[config.mk]
export PLATFORM = sky130hd
export DESIGN_NAME = fhs_front
export DESIGN_NICKNAME = d
export VERILOG_FILES = /design/src/rtl/fhs_pkg.sv /design/src/rtl/fhs_front.sv
export SDC_FILE = /design/constraint.sdc
export NUM_CORES = 1
export LEC_CHECK = 0
export BUFFER_PORTS_ARGS = -buffer_cell sky130_fd_sc_hd__buf_2
export CORE_MARGIN = 5
export CORE_UTILIZATION = 44
export DETAILED_ROUTE_END_ITERATION = 8
export GPL_TIMING_DRIVEN = 1
export HOLD_SLACK_MARGIN = 0.05
export PLACE_DENSITY = 0.72
export SETUP_SLACK_MARGIN = 0.4
export SYNTH_ARGS = -nofsm -noshare
export SYNTH_HDL_FRONTEND = slang
export SYNTH_SLANG_ARGS = --single-unit
[constraint.sdc]
create_clock -name clk_i -period 3.9 [get_ports clk_i]
set_input_delay 0.585 -clock clk_i [delete_from_list [all_inputs] [get_ports clk_i]]
set_output_delay 0.585 -clock clk_i [all_outputs]
set_load 0.05 [all_outputs]
[src/rtl/fhs_pkg.sv]
// Package for the FNV-1a hash set: key geometry, hash constants, status and
// operation codes, the command type handed from front to back, key helpers.
// No dependencies.
package fhs_pkg;

  // Key geometry
  localparam int KEY_CHARS = 6;
  localparam int TEXT_W    = 8 * KEY_CHARS;
  localparam int LEN_W     = 3;
  localparam int ENTRY_W   = LEN_W + TEXT_W;

  // Fixed field widths on the stream ports
  localparam int POS_W = 10;
  localparam int CNT_W = 10;
  localparam int STS_W = 2;

  // Defaults for the top-level parameters
  localparam int TABLE_SLOTS_DEF = 1024;
  localparam int CMD_FIFO_DEPTH  = 2;

  // Register reset value
  localparam logic [CNT_W-1:0] MAX_ENTRIES_RST = 10'd716;

  // FNV-1a 32-bit constants
  localparam logic [31:0] FNV_BASIS = 32'h811C_9DC5;
  localparam logic [31:0] FNV_PRIME = 32'h0100_0193;

  // Operation codes
  localparam logic FUNC_INSERT = 1'b0;
  localparam logic FUNC_READ   = 1'b1;

  // Result status codes
  localparam logic [STS_W-1:0] ST_ADDED   = 2'd0;
  localparam logic [STS_W-1:0] ST_PRESENT = 2'd1;
  localparam logic [STS_W-1:0] ST_FULL    = 2'd2;
  localparam logic [STS_W-1:0] ST_READ    = 2'd3;

  // Command handed from front to back (slot index travels beside it)
  typedef struct packed {
    logic              func;
    logic [LEN_W-1:0]  len;
    logic [TEXT_W-1:0] text;
  } key_cmd_t;

  // Clamp a key length into 1..KEY_CHARS
  function automatic logic [LEN_W-1:0] norm_len(input logic [LEN_W-1:0] len);
    logic [LEN_W-1:0] res;
    res = len;
    if (len == '0) begin
      res = LEN_W'(1);
    end else if (len > LEN_W'(KEY_CHARS)) begin
      res = LEN_W'(KEY_CHARS);
    end
    return res;
  endfunction

  // Zero every byte at or beyond the key length (first byte in the top bits)
  function automatic logic [TEXT_W-1:0] mask_key(input logic [TEXT_W-1:0] text,
                                                 input logic [LEN_W-1:0]  len);
    logic [TEXT_W-1:0] res;
    res = '0;
    for (int i = 0; i < KEY_CHARS; i++) begin
      if (LEN_W'(i) < len) begin
        res[TEXT_W-1-8*i -: 8] = text[TEXT_W-1-8*i -: 8];
      end
    end
    return res;
  endfunction

endpackage

[src/rtl/fhs_front.sv]
// Front end: accepts input beats, normalizes the key, runs FNV-1a one byte
// per cycle and pushes a command with its home or read slot. Uses fhs_pkg.
module fhs_front #(
  parameter int TABLE_SLOTS = fhs_pkg::TABLE_SLOTS_DEF,
  localparam int SLOT_W     = $clog2(TABLE_SLOTS)
) (
  input  logic                   clk_i,
  input  logic                   rst_ni,
  input  logic                   clearing_i,
  input  logic                   in_valid_i,
  output logic                   in_ready_o,
  input  logic                   func_i,
  input  logic [fhs_pkg::TEXT_W-1:0] key_text_i,
  input  logic [fhs_pkg::LEN_W-1:0]  key_length_i,
  input  logic [fhs_pkg::POS_W-1:0]  read_index_i,
  output logic                   push_o,
  output fhs_pkg::key_cmd_t      push_cmd_o,
  output logic [SLOT_W-1:0]      push_slot_o,
  input  logic                   fifo_full_i
);

  localparam logic [1:0] F_IDLE = 2'd0;
  localparam logic [1:0] F_HASH = 2'd1;
  localparam logic [1:0] F_PUSH = 2'd2;

  logic [1:0]                   st_q, st_d;
  fhs_pkg::key_cmd_t            cmd_q;
  logic [SLOT_W-1:0]            rd_slot_q;
  logic [31:0]                  h_q, h_d;
  logic [fhs_pkg::TEXT_W-1:0]   sh_q;
  logic [fhs_pkg::LEN_W-1:0]    cnt_q;
  logic [fhs_pkg::LEN_W-1:0]    len_n;
  logic [31:0]                  idx_ext;
  logic                         accept;

  assign in_ready_o = (st_q == F_IDLE) && !clearing_i;
  assign accept     = in_valid_i && in_ready_o;
  assign len_n      = fhs_pkg::norm_len(key_length_i);
  assign idx_ext    = 32'(read_index_i);

  // One FNV-1a round on the next key byte
  assign h_d = 32'((h_q ^ {24'b0, sh_q[fhs_pkg::TEXT_W-1 -: 8]}) * fhs_pkg::FNV_PRIME);

  // Push the finished command
  assign push_o      = (st_q == F_PUSH);
  assign push_cmd_o  = cmd_q;
  assign push_slot_o = (cmd_q.func == fhs_pkg::FUNC_READ) ? rd_slot_q : h_q[SLOT_W-1:0];

  // Sequence: accept, hash bytes (inserts only), push
  always_comb begin
    st_d = st_q;
    case (st_q)
      F_IDLE: begin
        if (accept) begin
          st_d = (func_i == fhs_pkg::FUNC_READ) ? F_PUSH : F_HASH;
        end
      end
      F_HASH: begin
        if (cnt_q == fhs_pkg::LEN_W'(1)) begin
          st_d = F_PUSH;
        end
      end
      F_PUSH: begin
        if (!fifo_full_i) begin
          st_d = F_IDLE;
        end
      end
      default: st_d = F_IDLE;
    endcase
  end

  always_ff @(posedge clk_i or negedge rst_ni) begin
    if (!rst_ni) begin
      st_q <= F_IDLE;
    end else begin
      st_q <= st_d;
    end
  end

  // Capture the key and step the hash
  always_ff @(posedge clk_i) begin
    if (accept) begin
      cmd_q.func <= func_i;
      cmd_q.len  <= len_n;
      cmd_q.text <= fhs_pkg::mask_key(key_text_i, len_n);
      rd_slot_q  <= idx_ext[SLOT_W-1:0];
      h_q        <= fhs_pkg::FNV_BASIS;
      sh_q       <= key_text_i;
      cnt_q      <= len_n;
    end else if (st_q == F_HASH) begin
      h_q   <= h_d;
      sh_q  <= {sh_q[fhs_pkg::TEXT_W-9:0], 8'h00};
      cnt_q <= cnt_q - fhs_pkg::LEN_W'(1);
    end
  end

endmodule

==> impl_results.md, run 1 <==
- Commonest non-fill, non-tap cell in the layout: buf_2
- Max stage delay cell, worst path: fa_1
- Crit path cell chain: xor2_2 -> xnor2_2 -> ha_1 -> ha_1 -> ha_1 -> inv_1 -> fa_1 -> inv_1 -> ha_4 -> a21o_1 -> a31oi_1 -> xnor2_1 -> o21ai_1
- Clock slew seen by the registers of the worst setup and hold paths: 0.05 ns
- Layout Skew: 0.00663 ns
- Max FO, Critical Path: 3
- Final Max Slew Viols: 0
- Cells after Synth: 473
- Period minus WS final: 3.29 ns
- Worst slack, placed: 0.479 ns
- Warnings from Yosys: 0
- Nature of the critical path startpoint: register
- Setup TNS: 0 ns
- RSZ-0062 raised after global routing: no
- Number of enable flip-flop cells after synthesis: 113
- Port Buf Inserts: 130
- Max Cap Viol: 0
- Die height: 124 µm
- Antenna cells: 0
- Yosys cell types: 32
- Syn_nets: 574
- Maximum clock frequency: 304 MHz
- Routed wire length: 12.2 mm
- Most frequent cells in the layout: 130 x buf_2, 125 x nand2_1, 113 x edfxtp_1
- Post-DRT Antenna Nets: 0
- Drt first pass iters: 7
- # IOs: 131
- Async SR Flop Fraction: 0.0160
- Worst-case clock buffer depth: 2
- Routed len/inst: 15.5 µm
- Final GP Congestion: 0.857
- Die X: 124 µm
- WP data required: 4.17 ns
- Largest delay contributor family on the critical path: adder cells
- Clock Latency Late Sink: 0.40 ns
- Largest cells by area after synthesis: edfxtp_1 59%, nand2_1 8.2%, ha_1 6.8%
- Vias in the first global route: 3864
- Crit end category: register
- Hold WC Path Type: in2reg
- Iter 0 DRT Violations: 164
- Initial Util: 0.451
- Initial antenna violation count: 2
- Core Footprint: 12700 µm²
- Layout Nets: 705
- Total congestion overflow: 0
- Die ar.: 15400 µm²
- DR vias: 3753
- Top FF cell, synth: edfxtp_1
- Layout cells sized above 1: 0.292
- Worst slew margin: 0.450
- Cell mode on critical path: ha_1
- DP Wirelength: 8.83 mm
- First-pass GRT wire length: 19.1 mm
- WP buf/inv: 2
- Largest net degree at the start of global routing: 54
- Actual slew at the worst max-slew pin: 0.824 ns
- Area share of the largest cell type after synthesis: 0.591
- Critical path class: reg2reg
- Register area share after synthesis: 0.635
- CP arrival: 3.57 ns
- Tcrit/Tclk final: 0.844
- CTS sink cnt: 125
- Final hold violations: 0
- Count of state elements after synthesis: 125
- CTS Buf Count: 17
- Syn Area/Cell: 12.1 µm²
- Row Count: 41
- Fin worst setup slack: 0.607 ns
- Clock root buffer: clkbuf_16
- Post-synthesis cell area: 5740 µm²
- Setup Viol. Count Final: 0
- Critical Path Max Stage Delay: 0.53 ns
- Max H-tree Level: 4
- CTS tree: yes
- Global router's overall resource usage: 0.165
- DRC: 0
- Synth area leader: edfxtp_1
- Synthesis-to-layout area growth: 25.2%
- Status: finished clean
- Via/cell ratio: 4.76
==> sequential cells by signal, summed over array words and instances, names as in the netlist <==
name and count:
push_cmd_o 52, sh_q 48, h_q 10, rd_slot_q 10
cnt_q 3, st_q 2
==> path summary, 6_finish.rpt <==
kind | from | endpoint | slack [ns] | cells after the start
hold / removal | read_index_i[8] | rd_slot_q[8] | 0.35 | 1
hold reg to reg | sh_q[37] | sh_q[45] | 0.51 | 2
setup / recovery | sh_q[41] | h_q[9] | 0.61 | 13
setup reg to reg | sh_q[41] | h_q[9] | 0.61 | 13
max in group asynchronous | rst_ni | st_q[0] | 3.30 | 2
min in group asynchronous | rst_ni | st_q[1] | 0.50 | 2
==> Yosys cell counts (2+ instances only) <==
cell,count
dfxtp_1,10
edfxtp_1,113
fa_1,3
nand2b_1,2
o21ai_0,8
xor2_1,13
buf_4,4
a21o_1,2
nand2_1,126
inv_1,17
nor2b_1,20
o21bai_1,2
nand3_1,4
nor3_1,2
dfrtp_1,2
and3_1,16
nor2_1,13
clkbuf_1,21
mux2_2,10
and2_1,17
ha_1,31
a21oi_1,10
xnor2_1,18
==> cell type report <==
cell class              count  area [µm²]
multi-input cells         305        1980
clock inverters            10        97.6
well taps                 172         215
inverters                  17        66.3
repair buffers            138         738
flip-flops and latches    125        3640
clock buffers              22         444
fillers                  1131        5540
==> layer usage <==
| layer | up-vias | track usage | routed length [µm] |
|---|---|---|---|
| met1 | 1772 | 0.194 | 4920 |
| li1 | 1866 | - | - |
| met3 | 18 | 0.0699 | 866 |
| met4 | 4 | 0.0479 | 133 |
| met2 | 93 | 0.279 | 6260 |
| met5 | - | 0 | 21 |
==> kinds of logic (layout without fill, tap and decap cells) <==
family          count (synthesis)  count (layout)  synth area share
compound gates                 26              26            0.0253
simple gates                  202             202             0.159
flops                         125             125             0.635
buf+inv                        43             187            0.0310
mux                            10              10            0.0196
xor+xnor                       32              32            0.0502
fa+ha+maj                      35              35            0.0798
==> metrics by stage <==
stage | util | hold slack, ns | std cells | area [µm²]
after floorplan | - | 0.289 | 473 | 5740
after global placement | 0.516 | 0.371 | 755 | 6560
after detailed placement | 0.516 | 0.376 | 755 | 6560
after CTS | 0.559 | 0.334 | 788 | 7120
after global routing | 0.564 | 0.325 | 789 | 7180
final | 0.564 | 0.353 | 789 | 7180
==> worst reg2reg max path: cells and delay by family, from the launching register on <==
kind	cells	cell delay [ns]
compound gates	3	0.42
xor+xnor	3	0.54
fa+ha+maj	5	1.67
buf+inv	2	0.11
flops	1	0.43
==> what timing repair did <==
item                                    CTS  global route
endpoints found under the hold margin     2             0
buffers inserted                          0             1
hold buffers                              1             0
endpoints found under the setup margin    0             1
resized for setup                         0             7
Power of run 1 is not shown: default switching activity piles up to over one toggle a cycle in this logic, so the estimate is an artifact.
==> run 2: changes to the inputs <==
Settings changed: PLACE_DENSITY 0.72 to 0.75.
Clock period 3.9 ns to 2.87 ns, I/O delays scaled along.
==> impl_results.md, run 2 (same netlist as run 1, synthesis figures left out) <==
- Drt first pass iters: 4 (was 7)
- Largest net degree at the start of global routing: 40 (was 54)
- Iter 0 DRT Violations: 128 (was 164)
- Routed wire length: 13.1 mm (was 12.2 mm)
- Clock slew seen by the registers of the worst setup and hold paths: 0.06 ns (was 0.05 ns)
- Setup Viol. Count Final: 2 (was 0)
- RR Startpoint: sh_q[41] (unchanged)
- Period minus WS final: 3.07 ns (was 3.29 ns)
- Core Footprint: 12700 µm² (unchanged)
- DR vias: 3916 (was 3753)
- Worst setup path startpoint: sh_q[41] (unchanged)
- Layout Nets: 737 (was 705)
- Finished Core Util: 0.613 (was 0.564)
- Actual slew at the worst max-slew pin: 0.718 ns (was 0.824 ns)
- R2R Setup Slk: -0.20 ns (was 0.61 ns)
- Antenna cells: 0 (unchanged)
- Max FO, Critical Path: 3 (unchanged)
- RSZ-0062 raised after global routing: yes (was no)
- DRC: 0 (unchanged)
- Most frequent cells in the layout: 130 x buf_2, 125 x nand2_1, 113 x edfxtp_1 (unchanged)
- Post-DRT Antenna Nets: 0 (unchanged)
- CTS Buf Count: 17 (unchanged)
- Final hold violations: 0 (unchanged)
- Initial Util: 0.451 (unchanged)
- Layout cells sized above 1: 0.398 (was 0.292)
- Nature of the critical path startpoint: register (unchanged)
- Setup TNS: -0.281 ns (was 0 ns)
- Final Max Slew Viols: 0 (unchanged)
- Status: finished, violations left (was finished clean)
- CP arrival: 3.38 ns (was 3.57 ns)
- Routed len/inst: 15.9 µm (was 15.5 µm)
- CTS sink cnt: 125 (unchanged)
- Post-placement cell area: 6980 µm² (was 6560 µm²)
- Clock Latency Late Sink: 0.42 ns (was 0.40 ns)
- Max H-tree Level: 4 (unchanged)
- Worst slew margin: 0.522 (was 0.450)
- Tcrit/Tclk final: 1.07 (was 0.844)
- Total congestion overflow: 0 (unchanged)
- Worst-case clock buffer depth: 2 (unchanged)
- # IOs: 131 (unchanged)
- CTS tree: yes (unchanged)
- Die height: 124 µm (unchanged)
- First-pass GRT wire length: 20.4 mm (was 19.1 mm)
- DP Wirelength: 9.57 mm (was 8.83 mm)
- Synthesis-to-layout area growth: 36.0% (was 25.2%)
- Critical path class: reg2reg (unchanged)
- Die ar.: 15400 µm² (unchanged)
- Fin worst setup slack: -0.205 ns (was 0.607 ns)
- Fillers: 1055 (was 1131)
- Via/cell ratio: 4.77 (was 4.76)
- Global router's overall resource usage: 0.178 (was 0.165)
- Hold_sp: read_index_i[2] (was read_index_i[8])
- Port Buf Inserts: 130 (unchanged)
- Layout Skew: 0.0136 ns (was 0.00663 ns)
- Commonest non-fill, non-tap cell in the layout: buf_2 (unchanged)
- Final instance area: 7800 µm² (was 7180 µm²)
- Initial antenna violation count: 2 (unchanged)
- Vias in the first global route: 4138 (was 3864)
- Crit end category: register (unchanged)
- Max Cap Viol: 0 (unchanged)
- Row Count: 41 (unchanged)
- Failing checks: negative setup slack
- Final GP Congestion: 0.891 (was 0.857)
- Die X: 124 µm (unchanged)
- Hold WC Path Type: in2reg (unchanged)
- Clock root buffer: clkbuf_16 (unchanged)
- Maximum clock frequency: 325 MHz (was 304 MHz)
- Max reg flops: 52 (unchanged)
- WP data required: 3.17 ns (was 4.17 ns)
[run 2: cell types whose count changed in the layout (fill, tap and decap cells not counted), sizes merged]
cell	previous run	this run
inv	17	18
clkinvlp	2	0
clkinv	6	12
buf	137	169
clkbuf	22	17
[run 2: cell type report]
class / count / area (µm²) / area share
Clock inverter: 15 / 129 / 0.0165
Sequential cell: 125 / 3640 / 0.467
Clock buffer: 17 / 425 / 0.0545
Tap cell: 172 / 215 / 0.0276
Timing Repair Buffer: 170 / 997 / 0.128
Multi-Input combinational cell: 305 / 2320 / 0.297
Inverter: 17 / 71.3 / 0.00914
[run 2: final timing paths]
check,endpoint,cells past startpoint
worst max-delay path,h_q[9],13
worst min-delay path,rd_slot_q[2],1
worst max register to register,h_q[9],13
worst min register to register,h_q[9],2
max in group asynchronous,st_q[0],2
min in group asynchronous,st_q[1],2
[run 2: repair_timing]
item | CTS | global route
pin swaps | 7 | 15
hold buffers | 1 | 0
gates cloned | 0 | 0
endpoints found under the setup margin | 5 | 6
gates resized for setup | 11 | 18
setup buffers | 8 | 2
endpoints found under the hold margin | 2 | 0
[run 2: worst max-delay path, stage by stage (launching register included)]
cell,delay [ns]
edfxtp_1,0.43
xor2_2,0.23
xnor2_2,0.23
ha_4,0.25
ha_4,0.24
ha_4,0.26
inv_2,0.03
fa_1,0.48
inv_2,0.05
ha_4,0.22
a21o_1,0.16
a31oi_2,0.17
xnor2_1,0.15
o21ai_1,0.07
[run 2: stage by stage]
stage / hold slack [ns] / setup WS [ns] / instances
after detailed placement: 0.219 / -0.232 / 778
after global placement: 0.217 / -0.163 / 778
final: 0.184 / -0.205 / 821
after global routing: 0.165 / -0.304 / 821
after CTS: 0.170 / -0.164 / 819
after floorplan: 0.135 / -0.148 / 473
[run 2: layer usage]
metal  vias up  wire [µm]  track usage
li1       1921          -            -
met1      1857       5030        0.203
met2       115       6880        0.302
met3        19       1010       0.0745
met4         4        148       0.0595
met5         -         14            0
Power of run 2 is left out for the same reason.
==> run 3: changes to the inputs <==
Settings changed: RECOVER_POWER from default to 25.
==> impl_results.md, run 3 (same netlist as run 1, synthesis figures left out) <==
- Critical path class: reg2reg (unchanged)
- Global router's overall resource usage: 0.178 (unchanged)
- Commonest non-fill, non-tap cell in the layout: nand2_1 (was buf_2)
- Finished Core Util: 0.611 (was 0.613)
- Row Count: 41 (unchanged)
- RR Startpoint: sh_q[41] (unchanged)
- Nature of the critical path startpoint: register (unchanged)
- Core Footprint: 12700 µm² (unchanged)
- Via/cell ratio: 4.75 (was 4.77)
- Layout cells sized above 1: 0.374 (was 0.398)
- Tcrit/Tclk final: 1.07 (about the same)
- Iter 0 DRT Violations: 114 (was 128)
- Post-placement cell area: 6980 µm² (unchanged)
- Failing checks: negative setup slack (unchanged)
- Antenna cells: 0 (unchanged)
- Final Max Slew Viols: 0 (unchanged)
- Status: finished, violations left (unchanged)
- Die height: 124 µm (unchanged)
- Largest net degree at the start of global routing: 40 (unchanged)
- Total congestion overflow: 0 (unchanged)
- Worst slew margin: 0.276 (was 0.522)
- Layout Skew: 0.00601 ns (was 0.0136 ns)
- Port Buf Inserts: 130 (unchanged)
- Worst setup path startpoint: sh_q[41] (unchanged)
- Final instance area: 7770 µm² (was 7800 µm²)
- Maximum clock frequency: 325 MHz (about the same)
- Crit end category: register (unchanged)
- CTS tree: yes (unchanged)
- CP arrival: 3.38 ns (about the same)
- DP Wirelength: 9.57 mm (unchanged)
- Clock slew seen by the registers of the worst setup and hold paths: 0.06 ns (about the same)
- Fin Hold WS: 0.189 ns (was 0.184 ns)
- Initial antenna violation count: 2 (unchanged)
- Clock root buffer: clkbuf_16 (unchanged)
- Synthesis-to-layout area growth: 35.5% (was 36.0%)
- Vias in the first global route: 4138 (unchanged)
- CTS sink cnt: 125 (unchanged)
- Die X: 124 µm (unchanged)
- Worst-case clock buffer depth: 2 (unchanged)
- Most frequent cells in the layout: 125 x nand2_1, 116 x buf_2, 113 x edfxtp_1 (was 130 x buf_2, 125 x nand2_1, 113 x edfxtp_1)
- Actual slew at the worst max-slew pin: 1.08 ns (was 0.718 ns)
- Routed wire length: 13.1 mm (about the same)
- # IOs: 131 (unchanged)
- First-pass GRT wire length: 20.4 mm (unchanged)
- Max H-tree Level: 4 (unchanged)
- Post-DRT Antenna Nets: 0 (unchanged)
- Initial Util: 0.451 (unchanged)
- Fin worst setup slack: -0.204 ns (was -0.205 ns)
- Max reg flops: 52 (unchanged)
- Drt first pass iters: 4 (unchanged)
- Period minus WS final: 3.07 ns (about the same)
- Max Cap Viol: 0 (unchanged)
- Routed len/inst: 15.9 µm (about the same)
- DR vias: 3899 (was 3916)
- DRC: 0 (unchanged)
- Hold WC Path Type: in2reg (unchanged)
- Max FO, Critical Path: 3 (unchanged)
- Final GP Congestion: 0.891 (unchanged)
- Setup Viol. Count Final: 2 (unchanged)
- Final hold violations: 0 (unchanged)
- CTS Buf Count: 17 (unchanged)
- Layout Nets: 737 (unchanged)
- Clock Latency Late Sink: 0.42 ns (about the same)
- RSZ-0062 raised after global routing: yes (unchanged)
- Hold_sp: read_index_i[6] (was read_index_i[2])
- WP data required: 3.18 ns (was 3.17 ns)
- Die ar.: 15400 µm² (unchanged)
-- run 3: metal layers --
metal  global-route usage  up-vias  wire length (µm)
met5                    0        -                14
met4               0.0595        4               190
met3               0.0745       24              1030
met2                0.302      106              6780
met1                0.203     1843              5070
li1                     -     1922                 -
-- run 3: metrics by stage --
| stage | TNS, ns | std cells | setup WS [ns] |
|---|---|---|---|
| after floorplan | -0.148 | 473 | -0.148 |
| after global placement | -0.168 | 778 | -0.163 |
| after detailed placement | -0.276 | 778 | -0.232 |
| after CTS | -0.359 | 819 | -0.164 |
| after global routing | -6.77 | 821 | -0.304 |
| final | -0.279 | 821 | -0.204 |
-- run 3: worst max-delay path, stage by stage (launching register included) --
cell      delay [ns]
edfxtp_1        0.44
xor2_2          0.23
xnor2_2         0.23
ha_4            0.25
ha_4            0.24
ha_4            0.26
inv_2           0.03
fa_1            0.48
inv_2           0.05
ha_4            0.22
a21o_1          0.16
a31oi_2         0.17
xnor2_1         0.15
o21ai_1         0.07
-- run 3: layout make-up --
type / count / area (µm²)
clock inverters: 15 / 129
repair buffers: 170 / 980
inverters: 17 / 71.3
flip-flops and latches: 125 / 3640
multi-input cells: 305 / 2310
fillers: 1064 / 4950
clock buffers: 17 / 425
well taps: 172 / 215
-- run 3: worst paths after layout --
path,endpoint,slack (ns),cells after the start
max reg2reg,h_q[9],-0.20,13
max,h_q[9],-0.20,13
min in group asynchronous,st_q[1],0.33,2
min reg2reg,h_q[9],0.50,2
max in group asynchronous,st_q[0],2.42,2
min,rd_slot_q[6],0.19,1
-- run 3: timing repair --
action,4_1_cts,5_1_grt
buffers inserted,8,2
hold endpoints to repair,2,0
pin swaps,7,15
hold buffers,1,0
setup endpoints to repair,5,6
resized for setup,11,18
Power of run 3 is left out for the same reason.
