### src/rtl/fhs_cmd_fifo.sv
// Short command queue between the hashing front and the probing back.
// No dependencies.
module fhs_cmd_fifo #(
  parameter int DATA_W = 8,
  parameter int DEPTH  = 2
) (
  input  logic              clk_i,
  input  logic              rst_ni,
  input  logic              push_i,
  input  logic [DATA_W-1:0] push_data_i,
  output logic              full_o,
  input  logic              pop_i,
  output logic              valid_o,
  output logic [DATA_W-1:0] pop_data_o
);

  localparam int PTR_W = (DEPTH > 1) ? $clog2(DEPTH) : 1;
  localparam int CNT_W = $clog2(DEPTH + 1);

  logic [DATA_W-1:0] buf_q [DEPTH];
  logic [PTR_W-1:0]  wr_ptr_q, rd_ptr_q;
  logic [CNT_W-1:0]  fill_q;
  logic              do_push, do_pop;

  assign do_push = push_i && !full_o;
  assign do_pop  = pop_i && valid_o;

  assign full_o     = (fill_q == CNT_W'(DEPTH));
  assign valid_o    = (fill_q != '0);
  assign pop_data_o = buf_q[rd_ptr_q];

  // Store pushed commands
  always_ff @(posedge clk_i) begin
    if (do_push) begin
      buf_q[wr_ptr_q] <= push_data_i;
    end
  end

  // Advance pointers and fill level
  always_ff @(posedge clk_i or negedge rst_ni) begin
    if (!rst_ni) begin
      wr_ptr_q <= '0;
      rd_ptr_q <= '0;
      fill_q   <= '0;
    end else begin
      if (do_push) begin
        wr_ptr_q <= (wr_ptr_q == PTR_W'(DEPTH - 1)) ? '0 : wr_ptr_q + PTR_W'(1);
      end
      if (do_pop) begin
        rd_ptr_q <= (rd_ptr_q == PTR_W'(DEPTH - 1)) ? '0 : rd_ptr_q + PTR_W'(1);
      end
      if (do_push && !do_pop) begin
        fill_q <= fill_q + CNT_W'(1);
      end else if (do_pop && !do_push) begin
        fill_q <= fill_q - CNT_W'(1);
      end
    end
  end

endmodule

### config.mk
export PLATFORM = sky130hd
export DESIGN_NAME = fhs_cmd_fifo
export DESIGN_NICKNAME = d
export VERILOG_FILES = /design/src/rtl/fhs_cmd_fifo.sv
export SDC_FILE = /design/constraint.sdc
export NUM_CORES = 1
export LEC_CHECK = 0
export BUFFER_PORTS_ARGS = -buffer_cell sky130_fd_sc_hd__buf_4
export CELL_PAD_IN_SITES_DETAIL_PLACEMENT = 1
export CELL_PAD_IN_SITES_GLOBAL_PLACEMENT = 1
export CORE_MARGIN = 2
export CORE_UTILIZATION = 29
export DETAILED_ROUTE_END_ITERATION = 8
export PLACE_DENSITY = 0.58
export SETUP_SLACK_MARGIN = 0.4
export SYNTH_ARGS = -nofsm -noshare
export SYNTH_HDL_FRONTEND = slang
export SYNTH_SLANG_ARGS = --single-unit
### constraint.sdc
create_clock -name clk_i -period 1.2 [get_ports clk_i]
set_input_delay 0.24 -clock clk_i [delete_from_list [all_inputs] [get_ports clk_i]]
set_output_delay 0.24 -clock clk_i [all_outputs]
set_load 0.01 [all_outputs]
==> report_table.html, run 1 <==
<table>
<tr><th>Metric</th><th>Value</th></tr>
<tr><th colspan="2">Floorplan</th></tr>
<tr><td>Effective utilization at floorplan</td><td>31.2%</td></tr>
<tr><td>Total Die Area</td><td>3140 sq um</td></tr>
<tr><td>Number of rows created at floorplan</td><td>18</td></tr>
<tr><td>Standard cell core area</td><td>2520 sq um</td></tr>
<tr><td>Die X-Extent</td><td>56.1 microns</td></tr>
<tr><td>I/O pin cnt</td><td>22</td></tr>
<tr><td>Die Y-Extent</td><td>56.1 microns</td></tr>
<tr><th colspan="2">Clock network</th></tr>
<tr><td>Clk sinks</td><td>20</td></tr>
<tr><td>Clock buffers created by TritonCTS</td><td>3</td></tr>
<tr><td>CTS H-tree depth</td><td>1</td></tr>
<tr><td>Latest clock arrival within the worst-skew pair</td><td>between 0.2 and 0.3 ns</td></tr>
<tr><td>Root buffer selected by CTS</td><td>sky130_fd_sc_hd__clkbuf_4</td></tr>
<tr><td>Number of buffers between clock root and the deepest sink</td><td>2</td></tr>
<tr><td>CTS tree</td><td>built</td></tr>
<tr><td>Clock-pin transition on the worst setup and hold timing paths</td><td>0.11 ns</td></tr>
<tr><th colspan="2">Yosys</th></tr>
<tr><td>Cell type with the highest aggregate area in the netlist</td><td>sky130_fd_sc_hd__edfxtp_1</td></tr>
<tr><td>Most instantiated flip-flop cell in the synthesis netlist</td><td>sky130_fd_sc_hd__edfxtp_1</td></tr>
<tr><td>Average cell area after synthesis</td><td>17.9 sq um</td></tr>
<tr><td>Most area-consuming cells after synthesis</td><td>sky130_fd_sc_hd__edfxtp_1, sky130_fd_sc_hd__dfrtp_1, sky130_fd_sc_hd__mux2_1</td></tr>
<tr><td>Most numerous cell in the Yosys netlist</td><td>sky130_fd_sc_hd__edfxtp_1</td></tr>
<tr><td>Fraction of the yosys area taken by sequential cells</td><td>73.9%</td></tr>
<tr><td>Top post-synthesis cells by count</td><td>sky130_fd_sc_hd__edfxtp_1, sky130_fd_sc_hd__mux2_1, sky130_fd_sc_hd__dfrtp_1</td></tr>
<tr><td>Number of distinct library cells after synthesis</td><td>14</td></tr>
<tr><td>Number of enable-type register cells in the synthesized netlist</td><td>16</td></tr>
<tr><td>Post-Synthesis Cells</td><td>44</td></tr>
<tr><td>FF+latch count, synth</td><td>20</td></tr>
<tr><td>Total of warnings raised by yosys</td><td>0</td></tr>
<tr><td>Post-Synthesis Net Count</td><td>57</td></tr>
<tr><td>Yosys top cell area share</td><td>around 61%</td></tr>
<tr><td>Share of synthesized flip-flops with an asynchronous set or reset</td><td>20.0%</td></tr>
<tr><td>Post-Synthesis Cell Area</td><td>786 sq um</td></tr>
<tr><th colspan="2">Run status</th></tr>
<tr><td>Outcome</td><td>complete, but fails checks</td></tr>
<tr><td>Violations in the final reports</td><td>setup timing</td></tr>
<tr><th colspan="2">Timing</th></tr>
<tr><td>RSZ-0062 raised after global routing</td><td>true</td></tr>
<tr><td>Final setup slack of the worst path</td><td>-0.318 ns</td></tr>
<tr><td>Final critical delay including setup and external delays</td><td>1.52 ns</td></tr>
<tr><td>Transition time of the tightest slew-check pin</td><td>about 0.27 ns</td></tr>
<tr><td>Fmax</td><td>659 MHz</td></tr>
<tr><td>Number of setup violations in the final report</td><td>27</td></tr>
<tr><td>Part of the cycle the worst path needs</td><td>126%</td></tr>
<tr><td>Number of pins exceeding their max-slew limit in the final report</td><td>0</td></tr>
<tr><td>Setup TNS</td><td>-4.88 ns</td></tr>
<tr><td>Fin Clk Skew</td><td>0.00278 ns</td></tr>
<tr><td>Normalized max-slew margin</td><td>82.1%</td></tr>
<tr><td>Count of final hold-check violations</td><td>0</td></tr>
<tr><th colspan="2">Drt</th></tr>
<tr><td>Met1 routed wirelength after detailed routing</td><td>slightly below 600 microns</td></tr>
<tr><td>Routed via count</td><td>500</td></tr>
<tr><td>Met3 routed wirelength</td><td>62 microns</td></tr>
<tr><td>Drt initial violations</td><td>2</td></tr>
<tr><td>Vias per cell</td><td>4.35</td></tr>
<tr><td>Routed wire per std cell</td><td>13.7 microns</td></tr>
<tr><td>Highest metal layer with signal wires</td><td>met3</td></tr>
<tr><td>Total wirelength of the detailed-routed design</td><td>about 1600 microns</td></tr>
<tr><td>First-pass DRT Iterations</td><td>3</td></tr>
<tr><td>Final ANT Viol Nets</td><td>0</td></tr>
<tr><td>Count of unresolved DRC violations after routing</td><td>0</td></tr>
<tr><td>Met2 wirelength from detailed routing</td><td>929 microns</td></tr>
<tr><th colspan="2">GRT</th></tr>
<tr><td>Total global-route track usage</td><td>10.6%</td></tr>
<tr><td>Largest net degree at the start of global routing</td><td>12</td></tr>
<tr><td>GR Overflow Total</td><td>0</td></tr>
<tr><td>Global-route wire length before repair</td><td>2500 microns</td></tr>
<tr><td>Via count of the first global-routing pass</td><td>approximately 540</td></tr>
<tr><td>Number of antenna violations at the first check in global routing</td><td>0</td></tr>
<tr><th colspan="2">Place</th></tr>
<tr><td>HPWL Detailed</td><td>1100 microns</td></tr>
<tr><td>Number of I/O port buffers</td><td>21</td></tr>
<tr><td>Placed instance count</td><td>about 100</td></tr>
<tr><td>Worst setup timing slack at the placement stage</td><td>-0.164 ns</td></tr>
<tr><td>Last weighted congestion value of the routability-driven placer</td><td>0.667</td></tr>
<tr><th colspan="2">Critical path</th></tr>
<tr><td>Worst stage delay on the critical path</td><td>around 0.42 ns</td></tr>
<tr><td>Most prevalent standard cell on the critical path</td><td>sky130_fd_sc_hd__buf_6</td></tr>
<tr><td>Crit. Startpoint</td><td>rd_ptr_q$_DFFE_PN0P_</td></tr>
<tr><td>Crit path max fanout</td><td>6</td></tr>
<tr><td>Data arrival time at the worst-slack endpoint</td><td>1.28 ns</td></tr>
<tr><td>Data required, critical path</td><td>~0.96 ns</td></tr>
<tr><td>CP endpoint kind</td><td>output port</td></tr>
<tr><td>Cell-by-cell trace of the critical path</td><td>buf_6 &gt; mux2_4 &gt; buf_6</td></tr>
<tr><td>CP max stage cell</td><td>sky130_fd_sc_hd__dfrtp_1</td></tr>
<tr><td>Worst Setup Start Kind</td><td>flip-flop</td></tr>
<tr><td>Type of the worst setup path</td><td>reg2out</td></tr>
<tr><td>Startpoint of the lowest-slack register-to-register path</td><td>fill_q[1]$_DFFE_PN0P_</td></tr>
<tr><th colspan="2">Pwr</th></tr>
<tr><td>Peak supply drop</td><td>1.32 mV</td></tr>
<tr><td>Power per Cell Area</td><td>about 2500 nW/um^2</td></tr>
<tr><td>Static Leakage</td><td>0.570 nW</td></tr>
<tr><th colspan="2">Worst hold path</th></tr>
<tr><td>Start point of the worst hold path</td><td>push_data_i[6]</td></tr>
<tr><td>Kind of path behind the tightest hold check</td><td>in2reg</td></tr>
<tr><th colspan="2">Cells and area</th></tr>
<tr><td>Count of nets after finishing</td><td>99</td></tr>
<tr><td>Growth of design area from synthesis to finish</td><td>66.4%</td></tr>
<tr><td>Post-route insts no fill</td><td>115</td></tr>
<tr><td>Total inserted antenna cells</td><td>0</td></tr>
<tr><td>Proportion of layout cells with a drive suffix above 1</td><td>72.9%</td></tr>
<tr><td>Filler instances</td><td>260</td></tr>
<tr><th colspan="2">Flow run</th></tr>
<tr><td>Max capacitance violation total</td><td>0</td></tr>
</table>
-- area by class of cell --
class / instances / area, sq um / area share (%)
Tap cell: 30 / 37.5 / 2.87
Clock buffer: 4 / 26.3 / 2.01
Sequential cell: 20 / 581 / 44.4
Multi-Input combinational cell: 21 / 293 / 22.4
Timing Repair Buffer: 38 / 363 / 27.8
Inverter: 2 / 7.51 / 0.574
-- cells by family (layout without fill, tap and decap cells) --
kind of cell | count (synthesis) | after routing | share of synthesized area (%)
flip-flops | 20 | 20 | 73.9
XOR/XNOR | 5 | 5 | 5.57
buffers and inverters | 3 | 44 | 1.59
adder cells (fa/ha/maj) | 1 | 1 | 1.59
AND/OR/NAND/NOR | 7 | 7 | 5.89
multiplexers | 8 | 8 | 11.5
-- stage by stage --
stage / hold WS (ns) / area (sq um) / util [%] / total power [mW]
4_1_cts: 0.117 / 1280 / 50.8 / 3.19
2_1_floorplan: -0.0556 / 862 / - / 1.88
5_1_grt: 0.0951 / 1310 / 51.8 / 3.43
6_report: 0.128 / 1310 / 51.8 / 3.23
3_5_place_dp: 0.0455 / 1110 / 44.1 / 2.43
3_3_place_gp: 0.0432 / 1110 / 44.1 / 2.40
-- critical path: cells and delay by family (launching register included) --
family / cells / cell delay, ns
multiplexers: 1 / 0.30
flip-flops: 1 / 0.42
buffers and inverters: 2 / 0.27
-- cells in the final DEF (no fill, tap or decap), drive strengths merged --
cell / count
dlygate4sd3: 1
mux2: 8
and3: 1
ha: 1
or2: 1
nand2b: 1
edfxtp: 16
xnor2: 3
clkbuf: 4
inv: 2
xor2: 2
dfrtp: 4
nand2: 2
buf: 37
nor2: 2
-- report_power, final --
part / total [mW] / switching (mW) / internal, mW
clock: 0.323 / 0.194 / 0.129
combinational: 1.84 / 0.670 / 1.17
sequential: 1.07 / 0.102 / 0.970
-- what timing repair did --
item	in CTS	in global routing
hold endpoints to repair	4	0
pin swaps	6	2
hold buffers	1	0
endpoints found under the setup margin	30	30
setup buffers	5	2
gates resized for setup	23	2
-- metal layers --
| layer | vias up | track usage [%] |
|---|---|---|
| met5 | - | 0 |
| met4 | 0 | 4.08 |
| li1 | 238 | - |
| met3 | 0 | 2.33 |
| met1 | 251 | 11.3 |
| met2 | 11 | 20.2 |
-- state kept, by name, indices dropped and copies added (netlist names) --
name	flops
buf_q	16
fill_q	2
rd_ptr_q	1
wr_ptr_q	1
-- worst paths after layout --
kind	to	slack, ns	cells after the start
min in group asynchronous	wr_ptr_q$_DFFE_PN0N_	0.29	2
max in group asynchronous	fill_q[0]$_DFFE_PN0P_	0.81	2
setup / recovery	pop_data_o[4]	-0.32	3
hold reg to reg	wr_ptr_q$_DFFE_PN0N_	0.59	1
setup reg to reg	fill_q[1]$_DFFE_PN0P_	-0.13	6
hold / removal	buf_q[1][6]$_DFFE_PP_	0.13	1
(Power assumes the default switching activity.)
==> run 2: changes to the inputs <==
--- a/config.mk
+++ b/config.mk
@@ -11,6 +11,7 @@
 export CORE_MARGIN = 2
 export CORE_UTILIZATION = 29
 export DETAILED_ROUTE_END_ITERATION = 8
+export GPL_TIMING_DRIVEN = 0
 export PLACE_DENSITY = 0.58
 export SETUP_SLACK_MARGIN = 0.4
 export SYNTH_ARGS = -nofsm -noshare
==> constraint.sdc (replaced) <==
create_clock -name clk_i -period 1.3 [get_ports clk_i]
set_input_delay 0.26 -clock clk_i [delete_from_list [all_inputs] [get_ports clk_i]]
set_output_delay 0.26 -clock clk_i [all_outputs]
set_load 0.01 [all_outputs]
==> run 2 against run 1 <==
  * Worst hold slack better by 0.020 ns
  * Clock skew shrank 0.0021 ns
  * Cell area is 5.0% lower
  * First-iteration DRC count did not move
  * Global-route usage fell by 0.76 points
  * The flow still finishes with violations (setup timing)
  * Die area unchanged
  * Flip-flop and latch count is the same
==> report_table.html, run 2 (synthesis results as in run 1) <==
<table>
<tr><th>Metric</th><th>Value</th></tr>
<tr><th colspan="2">Floorplan</th></tr>
<tr><td>Total Die Area</td><td>3140 sq um (unchanged)</td></tr>
<tr><td>Standard cell core area</td><td>2520 sq um (unchanged)</td></tr>
<tr><td>Effective utilization at floorplan</td><td>31.2% (unchanged)</td></tr>
<tr><td>Die Y-Extent</td><td>56.1 microns (unchanged)</td></tr>
<tr><td>I/O pin cnt</td><td>22 (unchanged)</td></tr>
<tr><td>Number of rows created at floorplan</td><td>18 (unchanged)</td></tr>
<tr><td>Die X-Extent</td><td>56.1 microns (unchanged)</td></tr>
<tr><th colspan="2">Critical path</th></tr>
<tr><td>Worst Setup Start Kind</td><td>flip-flop</td></tr>
<tr><td>Data arrival time at the worst-slack endpoint</td><td>1.25 ns (-0.03 ns)</td></tr>
<tr><td>CP endpoint kind</td><td>output port</td></tr>
<tr><td>Type of the worst setup path</td><td>reg2out</td></tr>
<tr><td>Cell count of the worst reg-to-reg path</td><td>6 (unchanged)</td></tr>
<tr><td>Crit path max fanout</td><td>9 (+3)</td></tr>
<tr><td>Worst setup slack for register-to-register paths</td><td>-0.06 ns (+0.07 ns)</td></tr>
<tr><td>Data required, critical path</td><td>1.04 ns (+0.08 ns)</td></tr>
<tr><td>Startpoint of the lowest-slack register-to-register path</td><td>fill_q[0]$_DFFE_PN0P_</td></tr>
<tr><td>Worst r2r dst</td><td>fill_q[1]$_DFFE_PN0P_</td></tr>
<tr><th colspan="2">GRT</th></tr>
<tr><td>Total global-route track usage</td><td>9.88% (-0.76 points)</td></tr>
<tr><td>Layer carrying the most global-route usage</td><td>met2</td></tr>
<tr><td>Via count of the first global-routing pass</td><td>527 (-1.5%)</td></tr>
<tr><td>Global routing usage on met3</td><td>2.09% (-0.23 points)</td></tr>
<tr><td>Met1 GRT Util</td><td>10.9% (-0.38 points)</td></tr>
<tr><td>Global-route wire length before repair</td><td>2370 microns (-5.0%)</td></tr>
<tr><td>Number of antenna violations at the first check in global routing</td><td>0 (unchanged)</td></tr>
<tr><td>Largest net degree at the start of global routing</td><td>12 (unchanged)</td></tr>
<tr><td>Met2 Use GR</td><td>18.2% (-2.0 points)</td></tr>
<tr><td>GR Overflow Total</td><td>0 (unchanged)</td></tr>
<tr><th colspan="2">Timing</th></tr>
<tr><td>Final critical delay including setup and external delays</td><td>~1.5 ns</td></tr>
<tr><td>Number of pins exceeding their max-slew limit in the final report</td><td>0 (unchanged)</td></tr>
<tr><td>Final setup slack of the worst path</td><td>-0.215 ns (+0.103 ns)</td></tr>
<tr><td>Count of final hold-check violations</td><td>0 (unchanged)</td></tr>
<tr><td>Normalized max-slew margin</td><td>82.0% (about the same)</td></tr>
<tr><td>Fin Clk Skew</td><td>0.000662 ns (-0.00211 ns)</td></tr>
<tr><td>RSZ-0062 raised after global routing</td><td>true</td></tr>
<tr><td>Number of setup violations in the final report</td><td>19 (-30%)</td></tr>
<tr><td>Transition time of the tightest slew-check pin</td><td>0.269 ns (+0.000800 ns)</td></tr>
<tr><td>Fmax</td><td>660 MHz</td></tr>
<tr><td>Part of the cycle the worst path needs</td><td>117%</td></tr>
<tr><th colspan="2">Place</th></tr>
<tr><td>Placed instance count</td><td>95 (-7.8%)</td></tr>
<tr><td>Worst setup timing slack at the placement stage</td><td>-0.117 ns (+0.0470 ns)</td></tr>
<tr><td>Placement-stage cell area</td><td>1060 sq um (-5.1%)</td></tr>
<tr><td>Last weighted congestion value of the routability-driven placer</td><td>0.608 (-8.9%)</td></tr>
<tr><td>Number of I/O port buffers</td><td>21 (unchanged)</td></tr>
<tr><th colspan="2">Clock network</th></tr>
<tr><td>Latest clock arrival within the worst-skew pair</td><td>0.29 ns (about the same)</td></tr>
<tr><td>CTS tree</td><td>built</td></tr>
<tr><td>Clock-pin transition on the worst setup and hold timing paths</td><td>0.11 ns (about the same)</td></tr>
<tr><td>CTS H-tree depth</td><td>1 (unchanged)</td></tr>
<tr><td>Number of buffers between clock root and the deepest sink</td><td>2 (unchanged)</td></tr>
<tr><td>Clock buffers created by TritonCTS</td><td>3 (unchanged)</td></tr>
<tr><td>Clk sinks</td><td>20 (unchanged)</td></tr>
<tr><td>Root buffer selected by CTS</td><td>sky130_fd_sc_hd__clkbuf_4</td></tr>
<tr><th colspan="2">Worst hold path</th></tr>
<tr><td>Endpoint of the worst hold path</td><td>buf_q[0][2]$_DFFE_PP_</td></tr>
<tr><td>Kind of path behind the tightest hold check</td><td>in2reg</td></tr>
<tr><td>Instance count along the most critical hold path</td><td>1 (unchanged)</td></tr>
<tr><td>Start point of the worst hold path</td><td>push_data_i[2]</td></tr>
<tr><th colspan="2">Pwr</th></tr>
<tr><td>Switching part of the total power</td><td>30.4% (+0.60 points)</td></tr>
<tr><td>Power per Cell Area</td><td>2230 nW/um^2 (-9.9%)</td></tr>
<tr><td>Static Leakage</td><td>0.530 nW (-6.9%)</td></tr>
<tr><td>Register share of total power</td><td>35.8% (+2.7 points)</td></tr>
<tr><td>Peak supply drop</td><td>1.16 mV (-12%)</td></tr>
<tr><td>Internal power component</td><td>1.92 mW (-15%)</td></tr>
<tr><td>Combinational Power Share</td><td>53.4% (-3.5 points)</td></tr>
<tr><td>Net Switching</td><td>842 uW (-13%)</td></tr>
<tr><td>Clock share of power</td><td>10.9% (+0.9 points)</td></tr>
<tr><th colspan="2">Drt</th></tr>
<tr><td>Routed wire per std cell</td><td>12.7 microns (-7.1%)</td></tr>
<tr><td>Final ANT Viol Nets</td><td>0 (unchanged)</td></tr>
<tr><td>Count of unresolved DRC violations after routing</td><td>0 (unchanged)</td></tr>
<tr><td>First-pass DRT Iterations</td><td>3 (unchanged)</td></tr>
<tr><td>Routed via count</td><td>454 (-9.2%)</td></tr>
<tr><td>Vias per cell</td><td>4.20 (-3.3%)</td></tr>
<tr><td>Total wirelength of the detailed-routed design</td><td>1380 microns (-13%)</td></tr>
<tr><td>Drt initial violations</td><td>2 (unchanged)</td></tr>
<tr><th colspan="2">Cells and area</th></tr>
<tr><td>Growth of design area from synthesis to finish</td><td>58.1%</td></tr>
<tr><td>Post-route insts no fill</td><td>108 (-6.1%)</td></tr>
<tr><td>Filler instances</td><td>249 (-4.2%)</td></tr>
<tr><td>Largest register by flop count</td><td>buf_q</td></tr>
<tr><td>Total inserted antenna cells</td><td>0 (unchanged)</td></tr>
<tr><td>Proportion of layout cells with a drive suffix above 1</td><td>70.5% (-2.4 points)</td></tr>
<tr><td>Count of nets after finishing</td><td>92 (-7.1%)</td></tr>
<tr><td>Most frequent cells in the layout</td><td>sky130_fd_sc_hd__buf_6, sky130_fd_sc_hd__edfxtp_1, sky130_fd_sc_hd__buf_4</td></tr>
<tr><td>Area occupied by multi-input gates</td><td>293 sq um (unchanged)</td></tr>
<tr><td>Sequential cell area</td><td>581 sq um (unchanged)</td></tr>
<tr><td>Number of flip-flops under the largest register name</td><td>16 (unchanged)</td></tr>
<tr><td>Area of all placed cells without fillers</td><td>1240 sq um (-5.0%)</td></tr>
<tr><td>Largest registers ranked by flip-flop count</td><td>buf_q (16), fill_q (2)</td></tr>
<tr><th colspan="2">Run status</th></tr>
<tr><td>Outcome</td><td>complete, but fails checks</td></tr>
<tr><td>Violations in the final reports</td><td>setup timing</td></tr>
<tr><th colspan="2">Flow run</th></tr>
<tr><td>Max capacitance violation total</td><td>0 (unchanged)</td></tr>
</table>
==> run 2: cell count changes in the layout (fill, tap and decap cells not counted), sizes merged <==
| cell | delta |
|---|---|
| buf | -7 |
==> run 2: cell type report <==
cell class | instances | share of cell area (%)
timing repair buffer | 30 | 22.9
inverter | 2 | 0.806
multi-input combinational | 21 | 23.6
clock buffer | 4 | 2.11
sequential | 20 | 46.7
buffer | 1 | 0.906
tap | 30 | 3.02
==> run 2: worst max-delay path by stage <==
stage	start	endpoint	slack (ns)	cells after the start
floorplan	fill_q[0]$_DFFE_PN0P_	fill_q[1]$_DFFE_PN0P_	-0.04	6
global placement	fill_q[0]$_DFFE_PN0P_	fill_q[1]$_DFFE_PN0P_	-0.11	7
detailed placement	fill_q[0]$_DFFE_PN0P_	fill_q[1]$_DFFE_PN0P_	-0.12	7
CTS	rd_ptr_q$_DFFE_PN0P_	pop_data_o[1]	-0.23	3
global route	rd_ptr_q$_DFFE_PN0P_	pop_data_o[6]	-0.27	3
finish	rd_ptr_q$_DFFE_PN0P_	pop_data_o[6]	-0.21	3
==> run 2: power by group through the flow <==
| stage | Sequential [mW] | Clock (mW) | Combinational [mW] |
|---|---|---|---|
| 3_5_place_dp | 1.02 | 0 | 1.07 |
| 3_3_place_gp | 1.00 | 0 | 1.07 |
| 5_1_grt | 1.01 | 0.337 | 1.58 |
| 6_report | 0.990 | 0.300 | 1.48 |
| 4_1_cts | 0.991 | 0.308 | 1.43 |
| 2_1_floorplan | 0.992 | 0 | 0.742 |
==> run 2: layer usage <==
metal  share of wire (%)  wire length [microns]
met5                   0                      0
met4                   0                      0
met3                 4.2                     58
met2                  59                    806
met1                  37                    511
==> run 2: worst max-delay path, stage by stage, from the launching register on <==
cell	delay, ns
sky130_fd_sc_hd__dfrtp_1	0.39
sky130_fd_sc_hd__buf_6	0.15
sky130_fd_sc_hd__mux2_4	0.30
sky130_fd_sc_hd__buf_6	0.12
==> run 2: repair_timing <==
item,CTS,global route
buffers inserted,7,1
resized for setup,18,3
endpoints found under the hold margin,4,0
hold buffers,1,0
pin swaps,7,7
cloned,0,0
endpoints found under the setup margin,30,30
==> run 2: per-stage QoR <==
stage | setup TNS (ns) | total power, mW | hold WS (ns) | utilization, %
final | -2.28 | 2.77 | 0.148 | 49.3
after global routing | -3.28 | 2.93 | 0.128 | 49.3
after CTS | -2.49 | 2.73 | 0.142 | 48.4
after detailed placement | -0.117 | 2.09 | 0.0625 | 41.9
after global placement | -0.108 | 2.07 | 0.0617 | 41.9
after floorplan | -0.0410 | 1.73 | -0.0356 | -
